<file path="src/rtl/pge_pkg.sv">
// types and constants shared by the planar glyph expander modules
`timescale 1ns / 1ps
package pge_pkg;

  localparam int CFG_IDX_W = 3;

  localparam logic [CFG_IDX_W-1:0] CFG_FRAME_BASE  = 3'd0;
  localparam logic [CFG_IDX_W-1:0] CFG_LINE_BYTES  = 3'd1;
  localparam logic [CFG_IDX_W-1:0] CFG_PLANE_BYTES = 3'd2;
  localparam logic [CFG_IDX_W-1:0] CFG_FONT_HEIGHT = 3'd3;
  localparam logic [CFG_IDX_W-1:0] CFG_PLANE_COUNT = 3'd4;

  localparam logic [31:0] RST_FRAME_BASE  = 32'h0000_0000;
  localparam logic [11:0] RST_LINE_BYTES  = 12'd80;
  localparam logic [23:0] RST_PLANE_BYTES = 24'd20480;
  localparam logic [5:0]  RST_FONT_HEIGHT = 6'd8;
  localparam logic [3:0]  RST_PLANE_COUNT = 4'd4;

  localparam logic [7:0] DATA_ONES  = 8'hff;
  localparam logic [7:0] DATA_ZEROS = 8'h00;

  typedef struct packed {
    logic [7:0]  glyph_bits;
    logic [11:0] column;
    logic [9:0]  text_row;
    logic [4:0]  font_row;
    logic [7:0]  fore_colour;
    logic [7:0]  back_colour;
  } in_req_t;

  typedef struct packed {
    logic [31:0] write_address;
    logic [7:0]  write_data;
    logic [2:0]  plane_index;
    logic        last;
  } out_req_t;

  typedef struct packed {
    logic [31:0] frame_base;
    logic [11:0] line_bytes;
    logic [23:0] plane_bytes;
    logic [5:0]  font_height;
    logic [3:0]  plane_count;
  } pge_cfg_t;

  typedef struct packed {
    logic [31:0] addr0;
    logic [7:0]  glyph_bits;
    logic [7:0]  fore_colour;
    logic [7:0]  back_colour;
  } pge_item_t;

endpackage

</file>
<file path="src/rtl/pge_addr_pipe.sv">
// three stage address pipeline: cell line, line offset, frame base
`timescale 1ns / 1ps
module pge_addr_pipe (
  input  logic              clk,
  input  logic              rst_n,
  input  pge_pkg::pge_cfg_t cfg,
  input  logic              start,
  input  pge_pkg::in_req_t  in_request,
  output logic              busy,
  output logic              item_valid,
  output pge_pkg::pge_item_t item,
  input  logic              item_take
);
  import pge_pkg::*;

  logic        s1_v_r, s2_v_r, s3_v_r;
  logic        en1, en2, en3;
  logic [15:0] s1_line_r;
  logic [11:0] s1_column_r;
  logic [7:0]  s1_glyph_r, s1_fg_r, s1_bg_r;
  logic [28:0] s2_off_r;
  logic [7:0]  s2_glyph_r, s2_fg_r, s2_bg_r;
  pge_item_t   s3_item_r;
  logic [15:0] s1_line_nxt;
  logic [28:0] s2_off_nxt;
  logic [31:0] s3_addr_nxt;

  assign en3  = !s3_v_r || item_take;
  assign en2  = !s2_v_r || en3;
  assign en1  = !s1_v_r || en2;
  assign busy = !en1;

  assign s1_line_nxt = 16'({6'd0, in_request.text_row} * {10'd0, cfg.font_height})
                     + {11'd0, in_request.font_row};
  assign s2_off_nxt  = 29'({12'd0, s1_line_r} * {16'd0, cfg.line_bytes})
                     + {17'd0, s1_column_r};
  assign s3_addr_nxt = cfg.frame_base + {3'd0, s2_off_r};

  always_ff @(posedge clk) begin
    if (!rst_n) begin
      s1_v_r <= 1'b0;
      s2_v_r <= 1'b0;
      s3_v_r <= 1'b0;
    end else begin
      if (en1) s1_v_r <= start;
      if (en2) s2_v_r <= s1_v_r;
      if (en3) s3_v_r <= s2_v_r;
    end
  end

  always_ff @(posedge clk) begin
    if (en1) begin
      s1_line_r   <= s1_line_nxt;
      s1_column_r <= in_request.column;
      s1_glyph_r  <= in_request.glyph_bits;
      s1_fg_r     <= in_request.fore_colour;
      s1_bg_r     <= in_request.back_colour;
    end
    if (en2) begin
      s2_off_r   <= s2_off_nxt;
      s2_glyph_r <= s1_glyph_r;
      s2_fg_r    <= s1_fg_r;
      s2_bg_r    <= s1_bg_r;
    end
    if (en3) begin
      s3_item_r.addr0       <= s3_addr_nxt;
      s3_item_r.glyph_bits  <= s2_glyph_r;
      s3_item_r.fore_colour <= s2_fg_r;
      s3_item_r.back_colour <= s2_bg_r;
    end
  end

  assign item_valid = s3_v_r;
  assign item       = s3_item_r;

endmodule

</file>
<file path="src/rtl/pge_plane_emit.sv">
// per-plane write sequencer, one frame write per cycle
`timescale 1ns / 1ps
module pge_plane_emit #(
  parameter int MAX_PLANES = 8
) (
  input  logic               clk,
  input  logic               rst_n,
  input  pge_pkg::pge_cfg_t  cfg,
  input  logic               item_valid,
  input  pge_pkg::pge_item_t item,
  output logic               item_take,
  output logic               out_valid,
  output pge_pkg::out_req_t  out_request
);
  import pge_pkg::*;

  logic        em_v_r;
  logic [31:0] em_addr_r;
  logic [2:0]  em_plane_r;
  logic [7:0]  em_glyph_r, em_fg_r, em_bg_r;
  logic [3:0]  planes;
  logic        em_last;
  logic        em_free;
  logic        f_bit, b_bit;
  logic [7:0]  wdata;

  assign planes  = (cfg.plane_count > 4'(MAX_PLANES)) ? 4'(MAX_PLANES) : cfg.plane_count;
  assign em_last = ({1'b0, em_plane_r} + 4'd1) == planes;
  assign em_free = !em_v_r || em_last;
  assign item_take = item_valid && em_free;

  always_ff @(posedge clk) begin
    if (!rst_n) begin
      em_v_r <= 1'b0;
    end else if (em_free) begin
      em_v_r <= item_valid && (planes != 4'd0);
    end
  end

  always_ff @(posedge clk) begin
    if (em_free) begin
      em_addr_r  <= item.addr0;
      em_plane_r <= 3'd0;
      em_glyph_r <= item.glyph_bits;
      em_fg_r    <= item.fore_colour;
      em_bg_r    <= item.back_colour;
    end else begin
      em_addr_r  <= em_addr_r + {8'd0, cfg.plane_bytes};
      em_plane_r <= em_plane_r + 3'd1;
    end
  end

  assign f_bit = em_fg_r[em_plane_r];
  assign b_bit = em_bg_r[em_plane_r];

  always_comb begin
    unique case ({b_bit, f_bit})
      2'b11:   wdata = DATA_ONES;
      2'b10:   wdata = ~em_glyph_r;
      2'b01:   wdata = em_glyph_r;
      default: wdata = DATA_ZEROS;
    endcase
  end

  assign out_valid                 = em_v_r;
  assign out_request.write_address = em_addr_r;
  assign out_request.write_data    = wdata;
  assign out_request.plane_index   = em_plane_r;
  assign out_request.last          = em_last;

endmodule

</file>
<file path="src/rtl/planar_glyph_expander_top.sv">
// top level of the planar glyph expander with its configuration registers
`timescale 1ns / 1ps
// each request is one 8-pixel font row; the block issues one frame write per
// bitplane, one per clock on out_valid, plane 0 first, last set on the final
// plane. the first write of a request reaches the ports through the three address
// stages and then the plane sequencer register, later if the sequencer is still
// busy with an earlier request. the sequencer takes a new request only when it is
// empty or on its last plane; a request gives min(plane_count, MAX_PLANES) writes,
// four by default, and one with zero planes passes through it without writes. busy
// rises only when all three address stages are full behind the sequencer. the
// receiver cannot stall: every write is shown for exactly one cycle. configuration
// is written through cfg_valid/cfg_ready, which is always ready, and should only
// change while no request is in flight.
module planar_glyph_expander_top #(
  parameter int MAX_PLANES = 8
) (
  input  logic                          clk,
  input  logic                          rst_n,
  input  logic                          start,
  output logic                          busy,
  input  pge_pkg::in_req_t              in_request,
  output logic                          out_valid,
  output pge_pkg::out_req_t             out_request,
  input  logic                          cfg_valid,
  output logic                          cfg_ready,
  input  logic [pge_pkg::CFG_IDX_W-1:0] cfg_index,
  input  logic [31:0]                   cfg_wdata
);
  import pge_pkg::*;

  pge_cfg_t  cfg_r;
  pge_item_t item;
  logic      item_valid;
  logic      item_take;

  assign cfg_ready = 1'b1;

  always_ff @(posedge clk) begin
    if (!rst_n) begin
      cfg_r.frame_base  <= RST_FRAME_BASE;
      cfg_r.line_bytes  <= RST_LINE_BYTES;
      cfg_r.plane_bytes <= RST_PLANE_BYTES;
      cfg_r.font_height <= RST_FONT_HEIGHT;
      cfg_r.plane_count <= RST_PLANE_COUNT;
    end else if (cfg_valid && cfg_ready) begin
      unique case (cfg_index)
        CFG_FRAME_BASE:  cfg_r.frame_base  <= cfg_wdata;
        CFG_LINE_BYTES:  cfg_r.line_bytes  <= cfg_wdata[11:0];
        CFG_PLANE_BYTES: cfg_r.plane_bytes <= cfg_wdata[23:0];
        CFG_FONT_HEIGHT: cfg_r.font_height <= cfg_wdata[5:0];
        CFG_PLANE_COUNT: cfg_r.plane_count <= cfg_wdata[3:0];
        default: ;
      endcase
    end
  end

  pge_addr_pipe u_addr (
    .clk        (clk),
    .rst_n      (rst_n),
    .cfg        (cfg_r),
    .start      (start),
    .in_request (in_request),
    .busy       (busy),
    .item_valid (item_valid),
    .item       (item),
    .item_take  (item_take)
  );

  pge_plane_emit #(
    .MAX_PLANES (MAX_PLANES)
  ) u_emit (
    .clk         (clk),
    .rst_n       (rst_n),
    .cfg         (cfg_r),
    .item_valid  (item_valid),
    .item        (item),
    .item_take   (item_take),
    .out_valid   (out_valid),
    .out_request (out_request)
  );

endmodule

</file>
<file path="config.mk">
export PLATFORM = sky130hd
export DESIGN_NAME = planar_glyph_expander_top
export DESIGN_NICKNAME = d
export VERILOG_FILES = /design/src/rtl/pge_pkg.sv /design/src/rtl/pge_addr_pipe.sv /design/src/rtl/pge_plane_emit.sv /design/src/rtl/planar_glyph_expander_top.sv
export SDC_FILE = /design/constraint.sdc
export NUM_CORES = 1
export LEC_CHECK = 0
export BUFFER_PORTS_ARGS = -buffer_cell sky130_fd_sc_hd__buf_2
export CORE_MARGIN = 2
export CORE_UTILIZATION = 55
export DETAILED_ROUTE_END_ITERATION = 6
export GPL_ROUTABILITY_DRIVEN = 0
export PLACE_DENSITY_LB_ADDON = 0.1
export SETUP_SLACK_MARGIN = 0.1
export SLEW_MARGIN = 10
export SYNTH_ARGS = -nofsm -noshare
export SYNTH_HDL_FRONTEND = slang
export SYNTH_SLANG_ARGS = --single-unit
</file>
<file path="constraint.sdc">
create_clock -name clk -period 6.5 [get_ports clk]
set_clock_uncertainty 0.05 [all_clocks]
set_input_delay 0.65 -clock clk [delete_from_list [all_inputs] [get_ports clk]]
set_output_delay 0.65 -clock clk [all_outputs]
set_load 0.05 [all_outputs]
</file>
==> results.toml, run 1 <==
[power_and_ir_drop]
combPwrFrac_pct = 36.2
p_leak_nw = 10.84
p_per_area_mw_per_mm2 = 287.4
total_power_mw = 6.865
p_switching_mw = 2.450
p_sw_share_pct = 35.69
vdd.ir_drop.worst_v = 0.0002588
p_int_mw = 4.415
seqPwrFrac_pct = 36.9
clockPowerShare_pct = 26.9

[detailed_routing]
wl_um = 44830
drtIter0Drc = 697
via_per_inst = 5.343
drtAntennaViolNets = 0
avgRoutedWirePerCell_um = 15.95
dr.pass1.iters = 5
route.detailed.drc = 0
num_vias = 15020

[worst_setup_path]
required_ns = 6.77
arrival_ns = 6.17
crit_chain = "and2_1 > fa_1 > inv_1 > fa_1 > inv_1 > fa_1 > fa_1 > inv_1 > fa_1 > inv_1 > ha_1 > a2111oi_1 > a211o_1 > a31oi_1 > a211o_1 > a31o_1 > a21oi_1 > xnor2_1"
critPathCaptureType = "register"
crit_path_max_fanout = 12
crit_top_cell = "fa_1"
slowest_delay_ns = 0.55
worstSetupPathType = "register to register"
slowest_stage = "edfxtp_1"
path_buf_inv = 4
cp_top_family = "adder cells"
crit_path_start_kind = "register"

[floorplan]
std_cell_rows = 72
die_w_um = 202.9
ioPinCount = 137
core-area_mm2 = 0.03883
initial_core_util_pct = 56.05
die_h_um = 202.9
dieArea_mm2 = 0.04117

[synth]
ys_types = 71
async_flop_share_pct = 0
synth_edf_count = 185
ys_seq_area_share_pct = 36.29
syn_inst = 2179
syn_nets = 2631
syn_area_mm2 = 0.02176
synth_area_per_cell_um2 = 9.987
yosysWarnings = 0
ys.flop_type = "edfxtp_1"
ys_ff_latch = 302

[clock_network]
worstSkewPairLatency_ns = 0.57
clockBufferDepth = 3
cts_sinks = 302
cts_setup_buffers = 0
cts_resized = 0
htreeDepth = 1
clkTransAtPathRegs_ns = 0.06
cts_buffers = 31
tritoncts = "built"
hold_buffers = 0
clockRootBuffer = "clkbuf_16"

[final_layout]
antenna_cells = 0
final_cells = 2811
most-common-layout-cells = "nand2_1 (377), inv_1 (284), fa_1 (189)"
layout.nets = 2720
seq_area_mm2 = 0.007898
fillers = 3293
synthToLayoutAreaGrowth_pct = 9.745
multi_input_area_mm2 = 0.01246
drive_gt1_share_pct = 9.725
final_common_cell = "nand2_1"
post-route-cell-area_mm2 = 0.02388

[timing]
rsz0062_at_grt = "no"
drv_slew = 0
setup_viol = 0
setup_ws_ns = 0.5946
hold_viol_final = 0
fmax_mhz = 169.3
setup-tns-final_ns = 0
min_period_ns = 5.905
worst_pin_slew_ns = 1.084
slew_headroom_pct = 27.63
fin_crit_sh_pct = 90.85

[global_route]
grt_pass1_vias = 15690
grt_overflow_total = 0
grt_first_pass_wirelength_um = 76800
grtUsageTotal_pct = 22.81
grt_max_degree = 83
antenna_found_initial = 0

[placement]
dp_hpwl_um = 35100
preCtsSetupSlack_ns = 0.6157
placed_area_mm2 = 0.02280
place_inst = 2753
io_buffers = 135

[outcome]
status = "finished clean"

[run]
cap_violations = 0

[hold_path]
hp-class = "input pin to register"
[Yosys cell counts (5+ instances only)]
| library cell | instances | area [um2] |
|---|---|---|
| nand2_1 | 379 | 1423 |
| inv_1 | 284 | 1066 |
| fa_1 | 189 | 3784 |
| edfxtp_1 | 185 | 5555 |
| ha_1 | 173 | 2165 |
| dfxtp_1 | 117 | 2342 |
| and2_1 | 108 | 675.7 |
| a21oi_1 | 94 | 470.5 |
| nor2_1 | 71 | 266.5 |
| clkbuf_1 | 68 | 255.2 |
| a21boi_0 | 67 | 503.0 |
| xnor2_1 | 62 | 543.0 |
| o21ai_0 | 37 | 185.2 |
| nand3_1 | 29 | 145.1 |
| o21ai_1 | 27 | 135.1 |
| xor2_1 | 27 | 236.5 |
| a21o_1 | 25 | 187.7 |
| nor2b_1 | 22 | 137.6 |
| nor3_1 | 16 | 80.08 |
| nand2b_1 | 15 | 93.84 |
| and3_1 | 14 | 87.58 |
| buf_2 | 13 | 65.06 |
| o21a_1 | 12 | 90.09 |
| a31oi_1 | 11 | 68.82 |
| mux2i_1 | 11 | 110.1 |
| nand4_1 | 9 | 56.30 |
| o211ai_1 | 8 | 60.06 |
| o21bai_1 | 8 | 60.06 |
| a211oi_1 | 7 | 52.55 |
| o41ai_1 | 5 | 43.79 |
| or3_1 | 5 | 31.28 |
[state kept, by name (all words and copies together) (netlist names), 3 cells and up]
register / cells
cfg_r: 78
u_addr.item: 56
u_addr.s1_bg_r: 8
u_addr.s1_column_r: 12
u_addr.s1_fg_r: 8
u_addr.s1_glyph_r: 8
u_addr.s1_line_r: 16
u_addr.s2_bg_r: 8
u_addr.s2_fg_r: 8
u_addr.s2_glyph_r: 8
u_addr.s2_off_r: 29
u_emit.em_addr_r: 32
u_emit.em_bg_r: 8
u_emit.em_fg_r: 8
u_emit.em_glyph_r: 8
u_emit.em_plane_r: 3
[cell families after synthesis]
group / synth area share (%)
other: 0.01723
muxes: 1.023
adders and majority gates: 27.33
DFF: 36.29
and+or+nand+nor: 14.14
AOI/OAI and AO/OA: 11.13
xor gates and xnor gates: 3.582
buffers and inverters: 6.491
[worst paths after layout]
kind | startpoint | to | slack, ns | cells past startpoint
worst max register to register | u_addr.s1_line_r[9] | u_addr.s2_off_r[26] | 0.59 | 18
worst min-delay path | in_request[5] | u_addr.s1_bg_r[5] | 0.20 | 1
worst min register to register | u_addr.item[23] | u_emit.em_glyph_r[7] | 0.37 | 0
worst max-delay path | u_addr.s1_line_r[9] | u_addr.s2_off_r[26] | 0.59 | 18
[worst reg2reg max path, delay by kind of cell, from the launching register on]
kind                     cells  cell delay [ns]
flip-flops                   1             0.55
AO/OA/AOI/OAI                6             1.66
buffers and inverters        4             0.19
AND/OR/NAND/NOR              1             0.25
adder cells (fa/ha/maj)      6             2.85
XOR/XNOR                     1             0.07
[layer usage]
metal	global-route usage, %	up-vias	part of all wire, %
met5	0	-	0
met4	6.022	0	2.2
met3	1.990	73	3.6
met2	39.13	296	48
met1	31.34	7268	47
li1	-	7382	-
[metrics by stage]
stage / util (%) / hold WS, ns
2_1_floorplan: - / 0.3503
3_3_place_gp: 58.72 / 0.3505
3_5_place_dp: 58.72 / 0.3545
4_1_cts: 61.50 / 0.1773
5_1_grt: 61.51 / 0.1758
6_report: 61.51 / 0.2007
[power groups by stage]
stage / sequential [mW] / clock [mW] / combinational (mW)
5_1_grt: 2.56 / 1.95 / 2.82
2_1_floorplan: 2.69 / 0 / 1.79
6_report: 2.53 / 1.85 / 2.49
3_3_place_gp: 2.56 / 0 / 2.42
3_5_place_dp: 2.57 / 0 / 2.47
4_1_cts: 2.53 / 1.89 / 2.49
[cell type report]
type / instances / area share (%)
Inverter: 285 / 4.479
Timing Repair Buffer: 141 / 3.018
Sequential cell: 302 / 33.07
Tap cell: 518 / 2.714
Clock buffer: 43 / 3.782
Multi-Input combinational cell: 1507 / 52.19
Clock inverter: 15 / 0.7492
(Power assumes the default switching activity.)
==> run 2, diff against run 1 <==
--- a/config.mk
+++ b/config.mk
@@ -13,3 +13,2 @@
 export PLACE_DENSITY_LB_ADDON = 0.1
-export SETUP_SLACK_MARGIN = 0.1
 export SLEW_MARGIN = 10
==> constraint.sdc (replaced) <==
create_clock -name clk -period 6.1 [get_ports clk]
set_clock_uncertainty 0.05 [all_clocks]
set_input_delay 0.305 -clock clk [delete_from_list [all_inputs] [get_ports clk]]
set_output_delay 0.305 -clock clk [all_outputs]
set_load 0.05 [all_outputs]
==> results.toml, run 2 (synthesis gave the netlist of run 1 again) <==
[timing]
setup_ws_ns = 0.2630
fmax_mhz = 171.3
fin_crit_sh_pct = 95.69
drv_slew = 0
rsz0062_at_grt = "no"
hold_viol_final = 0
setup_viol = 0
slew_headroom_pct = 21.93
setup-tns-final_ns = 0
min_period_ns = 5.837
worst_pin_slew_ns = 1.168

[final_layout]
antenna_cells = 0
largest_reg_flops = 78
fillers = 3208
drive_gt1_share_pct = 9.920
most-common-layout-cells = "nand2_1 (378), inv_1 (284), fa_1 (189)"
final_common_cell = "nand2_1"
layout.nets = 2796
synthToLayoutAreaGrowth_pct = 13.37
top_register = "cfg_r"
post-route-cell-area_mm2 = 0.02467
final_core_utilization_pct = 63.54

[worst_setup_path]
crit_chain = "and2_1 > fa_1 > inv_1 > fa_1 > inv_1 > fa_1 > inv_1 > fa_1 > fa_1 > inv_1 > ha_1 > o211a_1 > a211oi_1 > a211o_1 > a31oi_1 > a211o_1 > a31o_1 > a21oi_1 > xnor2_1"
path_buf_inv = 4
required_ns = 6.33
slowest_delay_ns = 0.55
crit_path_start_kind = "register"
worstSetupPathType = "register to register"
slowest_stage = "edfxtp_1"
crit_path_max_fanout = 12
reg2reg_from = "u_addr.s1_line_r[7]"
startpoint = "u_addr.s1_line_r[7]"
cp_top_family = "adder cells"
critPathCaptureType = "register"
arrival_ns = 6.07
crit_top_cell = "fa_1"

[global_route]
grt_pass1_vias = 15910
antenna_found_initial = 0
grtUsageTotal_pct = 23.54
grt_first_pass_wirelength_um = 78230
grt_max_degree = 83
grt_overflow_total = 0

[clock_network]
clockRootBuffer = "clkbuf_16"
htreeDepth = 2
cts_setup_buffers = 0
cts_sinks = 302
worstSkewPairLatency_ns = 0.55
tritoncts = "built"
clkTransAtPathRegs_ns = 0.05
clockBufferDepth = 3
cts_buffers = 35

[floorplan]
ioPinCount = 137
std_cell_rows = 72
core-area_mm2 = 0.03883
die_h_um = 202.9
die_w_um = 202.9
dieArea_mm2 = 0.04117
initial_core_util_pct = 56.05

[detailed_routing]
avgRoutedWirePerCell_um = 16.02
num_vias = 15330
route.detailed.drc = 0
via_per_inst = 5.309
drtAntennaViolNets = 0
drtIter0Drc = 887
dr.pass1.iters = 6
wl_um = 46260

[hold_path]
hp-class = "input pin to register"
min-delay-start = "cfg_wdata[11]"

[run]
cap_violations = 0

[power_and_ir_drop]
p_per_area_mw_per_mm2 = 305.6
p_leak_nw = 11.19
total_power_mw = 7.539
vdd.ir_drop.worst_v = 0.0002417

[outcome]
status = "finished clean"

[placement]
preCtsSetupSlack_ns = 0.2580
io_buffers = 135
dp_hpwl_um = 35640
placed_area_mm2 = 0.02287
-- run 2: cell count changes in the layout (fill, tap and decap cells not counted), sizes merged --
| cell | before | now |
|---|---|---|
| clkbuf | 43 | 44 |
| dlygate4sd3 | 0 | 62 |
| buf | 141 | 151 |
| clkinv | 7 | 9 |
| bufinv | 3 | 4 |
-- run 2: path summary, 6_finish.rpt --
check | endpoint | slack (ns) | depth (start not counted)
setup / recovery | u_addr.s2_off_r[26] | 0.26 | 19
hold reg to reg | u_addr.s2_bg_r[3] | 0.35 | 0
setup reg to reg | u_addr.s2_off_r[26] | 0.26 | 19
hold / removal | cfg_r[57] | 0.04 | 3
-- run 2: tightest hold or removal path: stages --
cell,delay [ns]
buf_2,0.14
nand2_1,0.06
a21boi_0,0.06
-- run 2: layout make-up --
cell class                 count  area (um2)  share of cell area, %
clock buffer                  44       929.6                  3.768
clock inverter                18       247.7                  1.004
inverter                     285        1070                  4.336
multi-input combinational   1507       12460                  50.51
sequential                   302        7899                  32.01
tap                          518       648.1                  2.627
timing repair buffer         213        1416                  5.741
-- run 2: routing by layer --
layer  share of wire (%)  track usage, %
met1                  46           31.17
met2                  48           40.64
met3                 4.4           3.531
met4                 2.1           6.048
met5                   0               0
-- run 2: report_power, final --
part	internal, mW	switching [mW]
combinational	1.05	1.68
sequential	2.52	0.163
clock	1.27	0.861
-- run 2: timing repair --
item                                   in CTS  in global routing
endpoints found under the hold margin      73                  0
hold buffers                               62                  0
setup endpoints to repair                   0                  1
resized for setup                           0                  1
-- run 2: stage by stage --
stage	std cells	hold WS [ns]
6_report	2887	0.04021
5_1_grt	2887	0.01639
4_1_cts	2887	0.005103
3_5_place_dp	2763	0.3545
3_3_place_gp	2763	0.3505
2_1_floorplan	2179	0.3503
